## config.mk

```make
export PLATFORM = sky130hd
export DESIGN_NAME = bounded_deque
export DESIGN_NICKNAME = d
export VERILOG_FILES = /design/src/rtl/core/bdq_pkg.sv /design/src/rtl/core/bounded_deque.sv /design/src/rtl/core/bdq_ctrl.sv /design/src/rtl/core/bdq_dpath.sv
export SDC_FILE = /design/constraint.sdc
export NUM_CORES = 1
export LEC_CHECK = 0
export BUFFER_PORTS_ARGS = -buffer_cell sky130_fd_sc_hd__buf_4
export CORE_MARGIN = 4
export CORE_UTILIZATION = 45
export DETAILED_ROUTE_END_ITERATION = 6
export PLACE_DENSITY = 0.71
export SLEW_MARGIN = 20
export SYNTH_ARGS = -nofsm -noshare
export SYNTH_HDL_FRONTEND = slang
export SYNTH_SLANG_ARGS = --single-unit
export TNS_END_PERCENT = 100
```

## constraint.sdc

```tcl
create_clock -name i_clk -period 11.8 [get_ports i_clk]
set_input_delay 1.18 -clock i_clk [delete_from_list [all_inputs] [get_ports i_clk]]
set_output_delay 1.18 -clock i_clk [all_outputs]
set_load 0.02 [all_outputs]
```

## src/rtl/core/bdq_pkg.sv

```systemverilog
// ----------------------------------------------------------------------------
// bdq_pkg
// Request kinds, status codes and controller/datapath handshake types
// shared by the bounded deque modules.
// ----------------------------------------------------------------------------
package bdq_pkg;

    localparam logic [1:0] KIND_PUSH_FRONT = 2'd0;
    localparam logic [1:0] KIND_PUSH_REAR  = 2'd1;
    localparam logic [1:0] KIND_POP_FRONT  = 2'd2;
    localparam logic [1:0] KIND_POP_REAR   = 2'd3;

    localparam logic [1:0] ST_OK    = 2'd0;
    localparam logic [1:0] ST_FULL  = 2'd1;
    localparam logic [1:0] ST_EMPTY = 2'd2;

    localparam logic signed [31:0] POPPED_REFUSED = -32'sd1;
    localparam logic signed [31:0] POPPED_PUSH    = 32'sd0;

    // controller -> datapath
    typedef struct packed {
        logic accept;    // request taken this cycle
        logic load_mem;  // move slot read data into the result register
    } t_cmd;

    // datapath -> controller
    typedef struct packed {
        logic is_pop;
        logic full;
        logic empty;
    } t_sts;

endpackage

```

## src/rtl/core/bounded_deque.sv

```systemverilog
// ----------------------------------------------------------------------------
// bounded_deque
// Bounded double-ended queue of signed 32-bit words held in a circular
// buffer; push or pop at either end, one result per request.
//
//   channel  | handshake          | payload
//   ---------+--------------------+-----------------------------------
//   request  | i_valid / o_stall  | i_kind, i_value
//   result   | o_valid / i_stall  | o_popped, o_status, o_occupancy
//
// Pushes and refused requests load their result when accepted; a pop with data
// first waits in S_READ for the registered read port of the slot memory.
// Reset is synchronous; it empties the queue, slot contents are kept.
// A new request is taken while a result waits, as long as the result
// register drains in the same cycle.
// ----------------------------------------------------------------------------
module bounded_deque #(
    parameter int DEPTH = 16
) (
    input  logic                        i_clk,
    input  logic                        i_rst_n,
    input  logic                        i_valid,
    output logic                        o_stall,
    input  logic [1:0]                  i_kind,
    input  logic signed [31:0]          i_value,
    output logic                        o_valid,
    input  logic                        i_stall,
    output logic signed [31:0]          o_popped,
    output logic [1:0]                  o_status,
    output logic [$clog2(DEPTH+1)-1:0]  o_occupancy
);

    localparam int CW = $clog2(DEPTH + 1);

    bdq_pkg::t_cmd cmd;
    bdq_pkg::t_sts sts;

    bdq_ctrl u_ctrl (
        .i_clk   (i_clk),
        .i_rst_n (i_rst_n),
        .i_valid (i_valid),
        .o_stall (o_stall),
        .o_valid (o_valid),
        .i_stall (i_stall),
        .i_sts   (sts),
        .o_cmd   (cmd)
    );

    bdq_dpath #(
        .DEPTH (DEPTH)
    ) u_dpath (
        .i_clk       (i_clk),
        .i_rst_n     (i_rst_n),
        .i_cmd       (cmd),
        .i_kind      (i_kind),
        .i_value     (i_value),
        .o_sts       (sts),
        .o_popped    (o_popped),
        .o_status    (o_status),
        .o_occupancy (o_occupancy)
    );

    a_occ_bound: assert property (@(posedge i_clk) disable iff (!i_rst_n)
        o_valid |-> (o_occupancy <= CW'(DEPTH)))
        else $error("occupancy above depth");

    a_empty_pop: assert property (@(posedge i_clk) disable iff (!i_rst_n)
        (o_valid && (o_status == bdq_pkg::ST_EMPTY)) |->
        ((o_popped == bdq_pkg::POPPED_REFUSED) && (o_occupancy == '0)))
        else $error("refused pop with wrong payload");

    a_full_push: assert property (@(posedge i_clk) disable iff (!i_rst_n)
        (o_valid && (o_status == bdq_pkg::ST_FULL)) |->
        ((o_popped == bdq_pkg::POPPED_PUSH) && (o_occupancy == CW'(DEPTH))))
        else $error("refused push with wrong payload");

endmodule

```

## src/rtl/core/bdq_ctrl.sv

```systemverilog
// ----------------------------------------------------------------------------
// bdq_ctrl
// Request sequencer: takes requests, waits out the slot read of a pop and
// keeps the result register's valid flag.
// ----------------------------------------------------------------------------
module bdq_ctrl (
    input  logic          i_clk,
    input  logic          i_rst_n,
    input  logic          i_valid,
    output logic          o_stall,
    output logic          o_valid,
    input  logic          i_stall,
    input  bdq_pkg::t_sts i_sts,
    output bdq_pkg::t_cmd o_cmd
);

    localparam logic S_IDLE = 1'b0;
    localparam logic S_READ = 1'b1;

    logic r_state, n_state;
    logic r_out_valid, n_out_valid;
    logic out_free;
    logic accept;
    logic load_mem;
    logic to_read;

    assign out_free = !r_out_valid || !i_stall;
    assign accept   = (r_state == S_IDLE) && i_valid && out_free;
    assign load_mem = (r_state == S_READ) && out_free;
    assign to_read  = accept && i_sts.is_pop && !i_sts.empty;

    assign o_stall        = !((r_state == S_IDLE) && out_free);
    assign o_valid        = r_out_valid;
    assign o_cmd.accept   = accept;
    assign o_cmd.load_mem = load_mem;

    always_comb begin
        n_state = r_state;
        case (r_state)
            S_IDLE: begin
                if (to_read) begin
                    n_state = S_READ;
                end
            end
            S_READ: begin
                if (load_mem) begin
                    n_state = S_IDLE;
                end
            end
            default: n_state = S_IDLE;
        endcase
    end

    always_comb begin
        if (accept) begin
            // a pop with data waits in S_READ for the registered slot read
            n_out_valid = !to_read;
        end else if (load_mem) begin
            n_out_valid = 1'b1;
        end else if (!i_stall) begin
            n_out_valid = 1'b0;
        end else begin
            n_out_valid = r_out_valid;
        end
    end

    always_ff @(posedge i_clk) begin
        if (!i_rst_n) begin
            r_state     <= S_IDLE;
            r_out_valid <= 1'b0;
        end else begin
            r_state     <= n_state;
            r_out_valid <= n_out_valid;
        end
    end

endmodule

```

## src/rtl/core/bdq_dpath.sv

```systemverilog
// ----------------------------------------------------------------------------
// bdq_dpath
// Circular slot buffer with head and fill count, index arithmetic and the
// result register.
// ----------------------------------------------------------------------------
module bdq_dpath #(
    parameter int DEPTH = 16
) (
    input  logic                             i_clk,
    input  logic                             i_rst_n,
    input  bdq_pkg::t_cmd                    i_cmd,
    input  logic [1:0]                       i_kind,
    input  logic signed [31:0]               i_value,
    output bdq_pkg::t_sts                    o_sts,
    output logic signed [31:0]               o_popped,
    output logic [1:0]                       o_status,
    output logic [$clog2(DEPTH+1)-1:0]       o_occupancy
);

    localparam int AW = $clog2(DEPTH);
    localparam int CW = $clog2(DEPTH + 1);
    localparam int SW = CW + 1;

    logic signed [31:0] r_mem [DEPTH];
    logic signed [31:0] r_rd_data;
    logic [AW-1:0]      r_head, n_head;
    logic [CW-1:0]      r_count, n_count;
    logic signed [31:0] r_popped, n_popped;
    logic [1:0]         r_status, n_status;
    logic [CW-1:0]      r_occ;

    logic          full, empty, is_pop;
    logic [AW-1:0] head_dec, head_inc;
    logic [SW-1:0] sum, sum_m1;
    logic [AW-1:0] tail, last;
    logic          wr_en;
    logic [AW-1:0] wr_addr, rd_addr;

    assign full   = (r_count == CW'(DEPTH));
    assign empty  = (r_count == '0);
    assign is_pop = (i_kind == bdq_pkg::KIND_POP_FRONT) ||
                    (i_kind == bdq_pkg::KIND_POP_REAR);

    assign o_sts.is_pop = is_pop;
    assign o_sts.full   = full;
    assign o_sts.empty  = empty;

    assign head_dec = (r_head == '0) ? AW'(DEPTH - 1) : r_head - 1'b1;
    assign head_inc = (r_head == AW'(DEPTH - 1)) ? '0 : r_head + 1'b1;

    // head + count stays below twice the depth: one subtract wraps it
    assign sum    = SW'(r_head) + SW'(r_count);
    assign sum_m1 = sum - 1'b1;
    assign tail   = (sum >= SW'(DEPTH)) ? AW'(sum - SW'(DEPTH)) : AW'(sum);
    assign last   = (sum_m1 >= SW'(DEPTH)) ? AW'(sum_m1 - SW'(DEPTH)) : AW'(sum_m1);

    always_comb begin
        n_head   = r_head;
        n_count  = r_count;
        wr_en    = 1'b0;
        wr_addr  = tail;
        rd_addr  = r_head;
        n_status = bdq_pkg::ST_OK;
        n_popped = is_pop ? bdq_pkg::POPPED_REFUSED : bdq_pkg::POPPED_PUSH;
        case (i_kind)
            bdq_pkg::KIND_PUSH_FRONT: begin
                if (full) begin
                    n_status = bdq_pkg::ST_FULL;
                end else begin
                    wr_en   = 1'b1;
                    wr_addr = head_dec;
                    n_head  = head_dec;
                    n_count = r_count + 1'b1;
                end
            end
            bdq_pkg::KIND_PUSH_REAR: begin
                if (full) begin
                    n_status = bdq_pkg::ST_FULL;
                end else begin
                    wr_en   = 1'b1;
                    wr_addr = tail;
                    n_count = r_count + 1'b1;
                end
            end
            bdq_pkg::KIND_POP_FRONT: begin
                if (empty) begin
                    n_status = bdq_pkg::ST_EMPTY;
                end else begin
                    rd_addr = r_head;
                    n_head  = head_inc;
                    n_count = r_count - 1'b1;
                end
            end
            bdq_pkg::KIND_POP_REAR: begin
                if (empty) begin
                    n_status = bdq_pkg::ST_EMPTY;
                end else begin
                    rd_addr = last;
                    n_count = r_count - 1'b1;
                end
            end
            default: n_status = bdq_pkg::ST_OK;
        endcase
    end

    always_ff @(posedge i_clk) begin
        if (!i_rst_n) begin
            r_head  <= '0;
            r_count <= '0;
        end else if (i_cmd.accept) begin
            r_head  <= n_head;
            r_count <= n_count;
        end
    end

    // slot storage: one write port, one registered read port
    always_ff @(posedge i_clk) begin
        if (i_cmd.accept && wr_en) begin
            r_mem[wr_addr] <= i_value;
        end
        r_rd_data <= r_mem[rd_addr];
    end

    always_ff @(posedge i_clk) begin
        if (i_cmd.accept) begin
            r_status <= n_status;
            r_occ    <= n_count;
            r_popped <= n_popped;
        end else if (i_cmd.load_mem) begin
            r_popped <= r_rd_data;
        end
    end

    assign o_popped    = r_popped;
    assign o_status    = r_status;
    assign o_occupancy = r_occ;

endmodule

```

==> run summary, run 1 <==
The flow ran to the end, and the final reports show no timing, DRC or antenna violations. The count of input and output buffers works out to 78. For this design the top-level I/O count stands at 79. In this run the static leakage power is 9.06 nW. The most common cell in the synthesized netlist is edfxtp_1.

Clock root buffer: clkbuf_16. The cell depth of the worst min-delay path is 1. Count of antenna-violating nets left after detailed routing: 0. The die area was 55,400 sq um; the number of enable-type register cells in the synthesized netlist was 551.

The tools report the post-layout instance count excluding filler cells as 2,304. The critical setup path kind was reg2reg. From synthesis to final layout, the design area changed by 16.1%. In the final routed layout, each cell accounts on average for 27.3 microns. The number of maximum-capacitance constraint violations came out at 0.

Routability-driven placement finished with a final weighted congestion of 0.836. The global-route usage over all layers is 0.218, and the clock-pin slew of the registers on the worst-case setup and hold paths is 0.06 ns. Count of vias placed by the detailed router: 14,600. The slew at the pin closest to its max-slew limit is 1.06 ns. The violation count after the first detailed-route iteration came out at 1,847.

The antenna diode instance count was 0. The final setup violation count is 0. The min-delay analysis places its worst path in the category reg2reg. Setup slack on the worst reg-to-reg path comes out at 7.28 ns. The area share of the largest cell type after synthesis was 0.711.

TritonCTS built the clock tree. After floorplanning, the core was divided into 83 placement rows. Hold repair after CTS inserted 0 buffers. In this run the worst path has a maximum fanout of 16.

Summed over all failing endpoints, the final setup total negative slack is 0 ns. By instance count, the cell type seen most on the critical path is ha_1. The run gives 0.291 as the worst slew margin relative to its limit. After synthesis, the cell types taking the most area are edfxtp_1, dfxtp_1, o22a_1. Clock tree synthesis inserted a total of 57 buffers. The final hold violation count came out at 0. The clock sink count is 594, and the total count of max-transition violations in the final report is 0. Synthesis inferred 594 register bits.

For this run the aggregate overflow at the end of global routing stands at 0. The instance count of the mapped netlist was 1,500. The portion of total power attributed to combinational logic is 0.192. The required arrival time at the worst endpoint came out at 12.25 ns. After detailed routing, the number of remaining DRC violations is 0. The async set or reset register ratio after synthesis is 0, and the wire length after detailed routing is 62.8 mm. Setup repair after global routing left no endpoint under its margin. In this run the number of H-tree levels came out at 2. Summing all multi-input logic gate instances after layout gives 5520 sq um. The total iterations of the first detailed-routing run is 6. Counting tap cells, the placed design contains a total of 2,197 instances. After the last flow step, the layout net total stands at 1,624. The internal portion of the total power is 3.96 mW. The tools report the net switching power as 1.53 mW.

Yosys printed 0 warnings. In the post-route analysis, the smallest setup slack over all paths is 7.28 ns. The worst hold path begins at u_dpath.r_rd_data[30]$_DFF_P_. The logs give 4,060 for the total of fill cells in the finished design and 14,600 for the via count of the first global-routing pass. The share of the clock period used by the worst path after layout works out to 0.383.

The total area inside the core boundary comes to 51,300 sq um. Horizontal die dimension: 235 microns. The cell depth of the worst flop-to-flop path is 11, and the share of post-route cells with drive strength above 1 is 0.158.

The share of synthesized area occupied by flip-flops and latches came out at 0.748. Startpoint of the most critical register-to-register path: u_dpath.r_head[0]$_SDFFE_PN0P_. Measured along the y axis, the die boundary spans 235 microns. The critical path launch point type is a flip-flop.

Mean number of vias per cell: 6.32. The worst-case IR drop observed on VDD is 144 uV. The tools report the effective utilization at floorplan as 0.454.

The routed design could run at a clock period as short as 4.52 ns. The path with the worst hold slack has its endpoint at u_dpath.o_popped[30]$_DFFE_PP_. The worst register-to-register path ends at u_dpath.r_rd_data[27]$_DFF_P_. The slowest stage of the critical path is the nand2_1 cell.

The switching portion of total power was 0.279; the half-perimeter wire length of the detailed placement result was 36.0 mm. The top flip-flop cell by instance count after synthesis is edfxtp_1. Buffers added to address setup during post-CTS repair amount to 0. Across the whole layout, storage elements account for 17,400 sq um. For the worst-skew pair, the clock arrives at the later sink with an insertion delay of 0.61 ns. The tools report the portion of total power attributed to the clock network as 0.348. The signal on the critical path passes through ha_1 -> fa_1 -> inv_1 -> ha_1 -> xor3_1 -> nand4_1 -> nand2_1 -> buf_4 -> a311oi_1 -> nand3_1 -> mux2i_1.

The register share of total power was 0.460; the net count after synthesis was 1,548. The logs give 92.5 mm for the first-pass GRT wire length and 56 for the number of unique standard cell types used by synthesis. The average footprint of a synthesized cell is 15.5 sq um. On the final layout, the worst hold slack is 0.502 ns. For the worst setup path, the data arrival time is 4.97 ns. Before CTS, the worst setup slack after placement is 7.03 ns.

The clock passes through at most 3 buffers. The dominant cell type by area after synthesis was edfxtp_1. The maximum single-stage delay on the critical path is 0.75 ns. The cell area that synthesis handed to floorplanning was 23,300 sq um. Total power for the finished layout comes to 5.49 mW. Timing would allow up to 0.221 GHz. The total power density per cell area is 203 nW/um^2. For the initial antenna violation count, the log shows 0. Entering global routing, the biggest net connects 93 pins. By count the netlist is led by edfxtp_1, a21oi_1, o22a_1. Once the clock tree was built, the resizer swapped 0 gates to a different size.

STA classifies the critical path endpoint as a flip-flop. Across the routed clock network, the largest skew measured is 0.0159 ns.
## cells by family (layout without fill, tap and decap cells)
logic type	count (synthesis)	after routing	synth area share
xor+xnor	13	13	0.00731
simple gates	272	272	0.0637
compound gates	450	450	0.135
buf+inv	121	245	0.0234
mux	40	40	0.0174
flops	594	594	0.748
fa+ha+maj	10	10	0.00570
## layer usage
metal	track usage	routed length, microns	vias to the layer above
li1	-	-	6198
met1	0.288	24400	7361
met2	0.366	30500	842
met3	0.0376	5770	158
met4	0.0788	2140	0
met5	0	0	-
## through the flow
stage	util	area, sq um
final	0.527	27000
after global routing	0.527	27000
after CTS	0.527	27000
after detailed placement	0.488	25000
after global placement	0.480	24600
after floorplan	-	23300
## flip-flops by register name (all words and copies together) (netlist names)
register and flops:
u_ctrl.o_valid 1, u_ctrl.r_state 1, u_dpath.o_occupancy 5, u_dpath.o_popped 32
u_dpath.o_status 2, u_dpath.r_count 5, u_dpath.r_head 4, u_dpath.r_mem 512
u_dpath.r_rd_data 32
## power by group through the flow
stage | clock network [mW] | logic [mW] | registers [mW]
finish | 1.91 | 1.06 | 2.53
global route | 2.02 | 1.12 | 2.54
CTS | 1.92 | 1.04 | 2.53
detailed placement | 0 | 1.03 | 2.57
global placement | 0 | 1.00 | 2.57
floorplan | 0 | 0.625 | 2.58
## layout make-up
type / count / area share
Multi-Input combinational cell: 785 / 0.204
Timing Repair Buffer: 123 / 0.0449
Tap cell: 680 / 0.0315
Inverter: 15 / 0.00208
Clock inverter: 36 / 0.0157
Clock buffer: 71 / 0.0574
Sequential cell: 594 / 0.644
## worst max-delay path, delay by kind of cell, from the launching register on
family	cells	cell delay (ns)
AND/OR/NAND/NOR	3	1.56
XOR/XNOR	1	0.45
buffers and inverters	2	0.49
AO/OA/AOI/OAI	1	0.18
flip-flops	1	0.60
multiplexers	1	0.10
adder cells (fa/ha/maj)	3	0.97
## worst max-delay path by stage
| stage | from | end | slack [ns] | cells past startpoint |
|---|---|---|---|---|
| 2_1_floorplan | i_kind[1] | u_dpath.r_mem[1][0]$_DFFE_PP_ | 7.51 | 5 |
| 3_3_place_gp | i_kind[1] | u_dpath.r_rd_data[21]$_DFF_P_ | 7.17 | 9 |
| 3_5_place_dp | i_kind[1] | u_dpath.r_rd_data[18]$_DFF_P_ | 7.03 | 9 |
| 4_1_cts | u_dpath.r_head[0]$_SDFFE_PN0P_ | u_dpath.r_rd_data[27]$_DFF_P_ | 7.36 | 11 |
| 5_1_grt | u_dpath.r_head[0]$_SDFFE_PN0P_ | u_dpath.r_rd_data[8]$_DFF_P_ | 7.10 | 11 |
| 6_report | u_dpath.r_head[0]$_SDFFE_PN0P_ | u_dpath.r_rd_data[27]$_DFF_P_ | 7.28 | 11 |
## layout by cell type (no fill, tap or decap), types with 5 or more instances in the layout
| master | netlist | layout |
|---|---|---|
| a211oi_1 | 12 | 12 |
| nand3_1 | 63 | 63 |
| dfxtp_1 | 43 | 43 |
| inv_1 | 13 | 13 |
| clkinv_2 | 0 | 17 |
| ha_1 | 9 | 9 |
| o32a_1 | 25 | 25 |
| or4_1 | 8 | 8 |
| a21oi_1 | 127 | 125 |
| and2_1 | 10 | 10 |
| clkinv_1 | 2 | 7 |
| a21o_1 | 36 | 36 |
| buf_4 | 7 | 107 |
| clkbuf_1 | 63 | 8 |
| nor2_1 | 38 | 21 |
| nand4_1 | 34 | 34 |
| a311oi_1 | 30 | 30 |
| clkbuf_16 | 0 | 58 |
| o21ai_0 | 63 | 62 |
| bufinv_16 | 0 | 9 |
| edfxtp_1 | 551 | 551 |
| o22a_1 | 83 | 83 |
| buf_16 | 0 | 12 |
| and3_1 | 63 | 62 |
| mux2i_1 | 37 | 37 |
| a211o_1 | 28 | 28 |
| nand2_1 | 32 | 30 |
| clkbuf_8 | 0 | 5 |
| nor2_4 | 0 | 17 |
| o22ai_1 | 26 | 26 |
No activity file was read; power rests on OpenSTA's default activity.
==> run 2, diff against run 1 <==
clock period = 4.4 ns   (was 11.8 ns; I/O delays follow)
==> run 2 against run 1 <==
  * Clock power up 150%
  * Clock skew grew 0.0050 ns
  * Critical path depth is the same
  * Die area unchanged
  * Cell area shrank 0.56%
  * Routed wire length fell by 3.7%
  * Count of clock-buffer cells in the layout did not move
  * Combinational power rose to 2.7 times the previous value
  * Fmax grew 14%
==> run summary, run 2 (same netlist as run 1, synthesis figures left out) <==
The total iterations of the first detailed-routing run was 5; the maximum fanout along the worst path was 16. The arrival time of data at the critical path endpoint was 4.53 ns. The switching portion of total power came out at 0.280. The die is 235 microns wide.

The worst setup path is launched from a flip-flop. The worst slew margin relative to its limit was 0.301. The root buffer cell chosen for the clock tree is clkbuf_16. The number of H-tree branching levels was 2; the portion of total power attributed to combinational logic was 0.198. For the count of vias placed by the detailed router, the log shows 14,300. The area growth from synthesis to layout came out at 15.5%. TritonCTS built the clock tree.

79 I/O pins were placed. The logs give 83 for the number of rows in the core area and 55,400 sq um for the die area. For this design, the CTS-stage hold fixing added 0 buffers. The worst reg2reg path endpoint is u_dpath.r_rd_data[30]$_DFF_P_. The portion of total power attributed to the clock network is 0.332, and the number of buffers added by the clock tree synthesis step is 55.

For the net switching power, the log shows 4.03 mW. The critical setup path kind is reg2reg. More flip-flops sit in one register than any other, and that register is u_dpath.r_mem. For the sum of negative setup slack, the log shows 0 ns. The clock skew came out at 0.0209 ns. The most common library cell in the layout ignoring fill and taps is edfxtp_1.

Across the VDD grid, the largest voltage drop is 314 uV. Clock-pin slew was measured on the worst setup and hold paths at 0.06 ns. The utilization after layout is 0.524.

After detailed routing, the average wire length per cell comes to 26.1 microns. The post-CTS resize count came out at 0. Derived from the worst setup path, the maximum achievable clock frequency is 0.251 GHz. The first global-routing pass estimated 90.3 mm of wire. Port buffering added 78 buffers. At the later pin of the worst-skew pair, clock insertion delay measures 0.61 ns.

The final hold violation count is 0. The cell depth of the worst flop-to-flop path was 11. The register with the most flip-flops in the layout has 512 of them.

In this run the worst setup path terminates at u_dpath.r_rd_data[30]$_DFF_P_. In this run the standard cell core region covers 51,300 sq um. Counting every sink on the clock net gives 594. The startpoint of the most critical register-to-register path is u_dpath.r_head[0]$_SDFFE_PN0P_. The total of fill cells in the finished design is 4,096. The internal power of the cells totals 10.4 mW.

Register share of total power: 0.470. The share of the clock period used by the worst path after layout was 0.905. The logs give 60.5 mm for the wire length after detailed routing and 0 for the remaining global-route overflow.

Entering global routing, the biggest net connects 92 pins. After the flow finishes, the layout carries non-filler instances totaling 2,318. The total instance count after detailed placement is 2,214, and the slew at the pin closest to its max-slew limit is 1.04 ns.

In this run the power density over the cells is 535 nW/um^2. The die span in y is 235 microns. In the routed layout, each cell is associated on average with a via count of 6.19. The global-route usage over all layers is 0.212, and the leakage power of the design is 9.02 nW. At the end of routability-driven placement, the weighted congestion stood at 0.823. The flow ran to the end, and the final reports show no timing, DRC or antenna violations.

The wire-length estimate of the detail-placed layout is 34.5 mm. Setup repair after global routing left no endpoint under its margin. STA classifies the critical path endpoint as a flip-flop. The maximum buffer depth of the clock tree was 3; the count of antenna-violating nets left after detailed routing was 0. The logs give 4.95 ns for the required arrival time at the worst endpoint and 0.42 ns for the register-to-register setup slack. The final net count is 1,639, and the number of maximum-capacitance constraint violations is 0. The effective utilization at floorplan is 0.454, and the total count of max-transition violations in the final report is 0. Share of post-route cells with drive strength above 1: 0.162. The top cell types in the final layout, fill and taps aside, are edfxtp_1, buf_4, a21oi_1. In the routed design, unresolved DRC markers number 0. Post-CTS timing repair inserted 0 buffers for setup. The path class of the lowest-slack min-delay path was in2reg. For this block, the initial DRC count from the detailed router was 1,642.

The most critical setup path has its startpoint at u_dpath.r_head[0]$_SDFFE_PN0P_. Minimum period implied by the final worst setup slack: 3.98 ns. The tools report the via count of the first global-routing pass as 14,400. Final setup violation count: 0.

Initial antenna violation count: 0.
==> run 2: changes by cell type in the layout (fill, tap and decap cells not counted), sizes merged <==
cell and change:
clkinvlp +1, bufinv -5, inv +2, clkinv -2
buf +17, diode +1
==> run 2: how the worst min path moves through the flow <==
stage,startpoint,endpoint,slack [ns],cells after the start
after floorplan,u_ctrl.r_state$_SDFF_PN0_,u_ctrl.r_state$_SDFF_PN0_,0.48,2
after global placement,u_ctrl.r_state$_SDFF_PN0_,u_ctrl.r_state$_SDFF_PN0_,0.49,2
after detailed placement,u_dpath.r_rd_data[11]$_DFF_P_,u_dpath.o_popped[11]$_DFFE_PP_,0.48,1
after CTS,i_rst_n,u_dpath.r_count[0]$_SDFFE_PN0P_,0.04,2
after global routing,i_rst_n,u_dpath.r_count[0]$_SDFFE_PN0P_,0.07,2
final,i_rst_n,u_dpath.r_count[0]$_SDFFE_PN0P_,0.06,2
==> run 2: final cells by class <==
type	count	area [sq um]	share of cell area
Tap cell	680	851	0.0317
Antenna cell	1	2.50	0.0000931
Timing Repair Buffer	140	1210	0.0452
Clock inverter	32	278	0.0103
Sequential cell	594	17400	0.648
Inverter	15	56.3	0.00210
Clock buffer	71	1550	0.0576
Multi-Input combinational cell	785	5510	0.205
==> run 2: power groups by stage <==
stage	registers (mW)	clock network (mW)	logic, mW
CTS	6.77	4.81	2.84
detailed placement	6.88	0	2.82
global route	6.79	5.08	3.05
global placement	6.88	0	2.76
finish	6.77	4.77	2.85
floorplan	6.93	0	1.68
==> run 2: critical path: stages, from the launching register on <==
cell and delay (ns):
dfxtp_1 0.56, ha_1 0.26, fa_1 0.46, inv_1 0.12
ha_1 0.22, xnor3_1 0.40, nand4_1 0.16, and2_1 0.82
buf_4 0.35, a211oi_1 0.07, nor4_1 0.29, mux2_2 0.19
==> run 2: routing by layer <==
layer / part of all wire / global-route usage
met2: 0.49 / 0.355
met5: 0 / 0
met1: 0.39 / 0.281
met3: 0.084 / 0.0361
met4: 0.035 / 0.0744
==> run 2: stage by stage <==
stage | instance area, sq um | hold slack [ns] | setup slack, ns | total power, mW
floorplan | 23300 | 0.477 | 0.445 | 8.60
global placement | 25000 | 0.494 | 0.609 | 9.64
detailed placement | 25000 | 0.484 | 0.556 | 9.70
CTS | 26900 | 0.0416 | 0.518 | 14.4
global route | 26900 | 0.0690 | 0.254 | 14.9
finish | 26900 | 0.0600 | 0.419 | 14.4
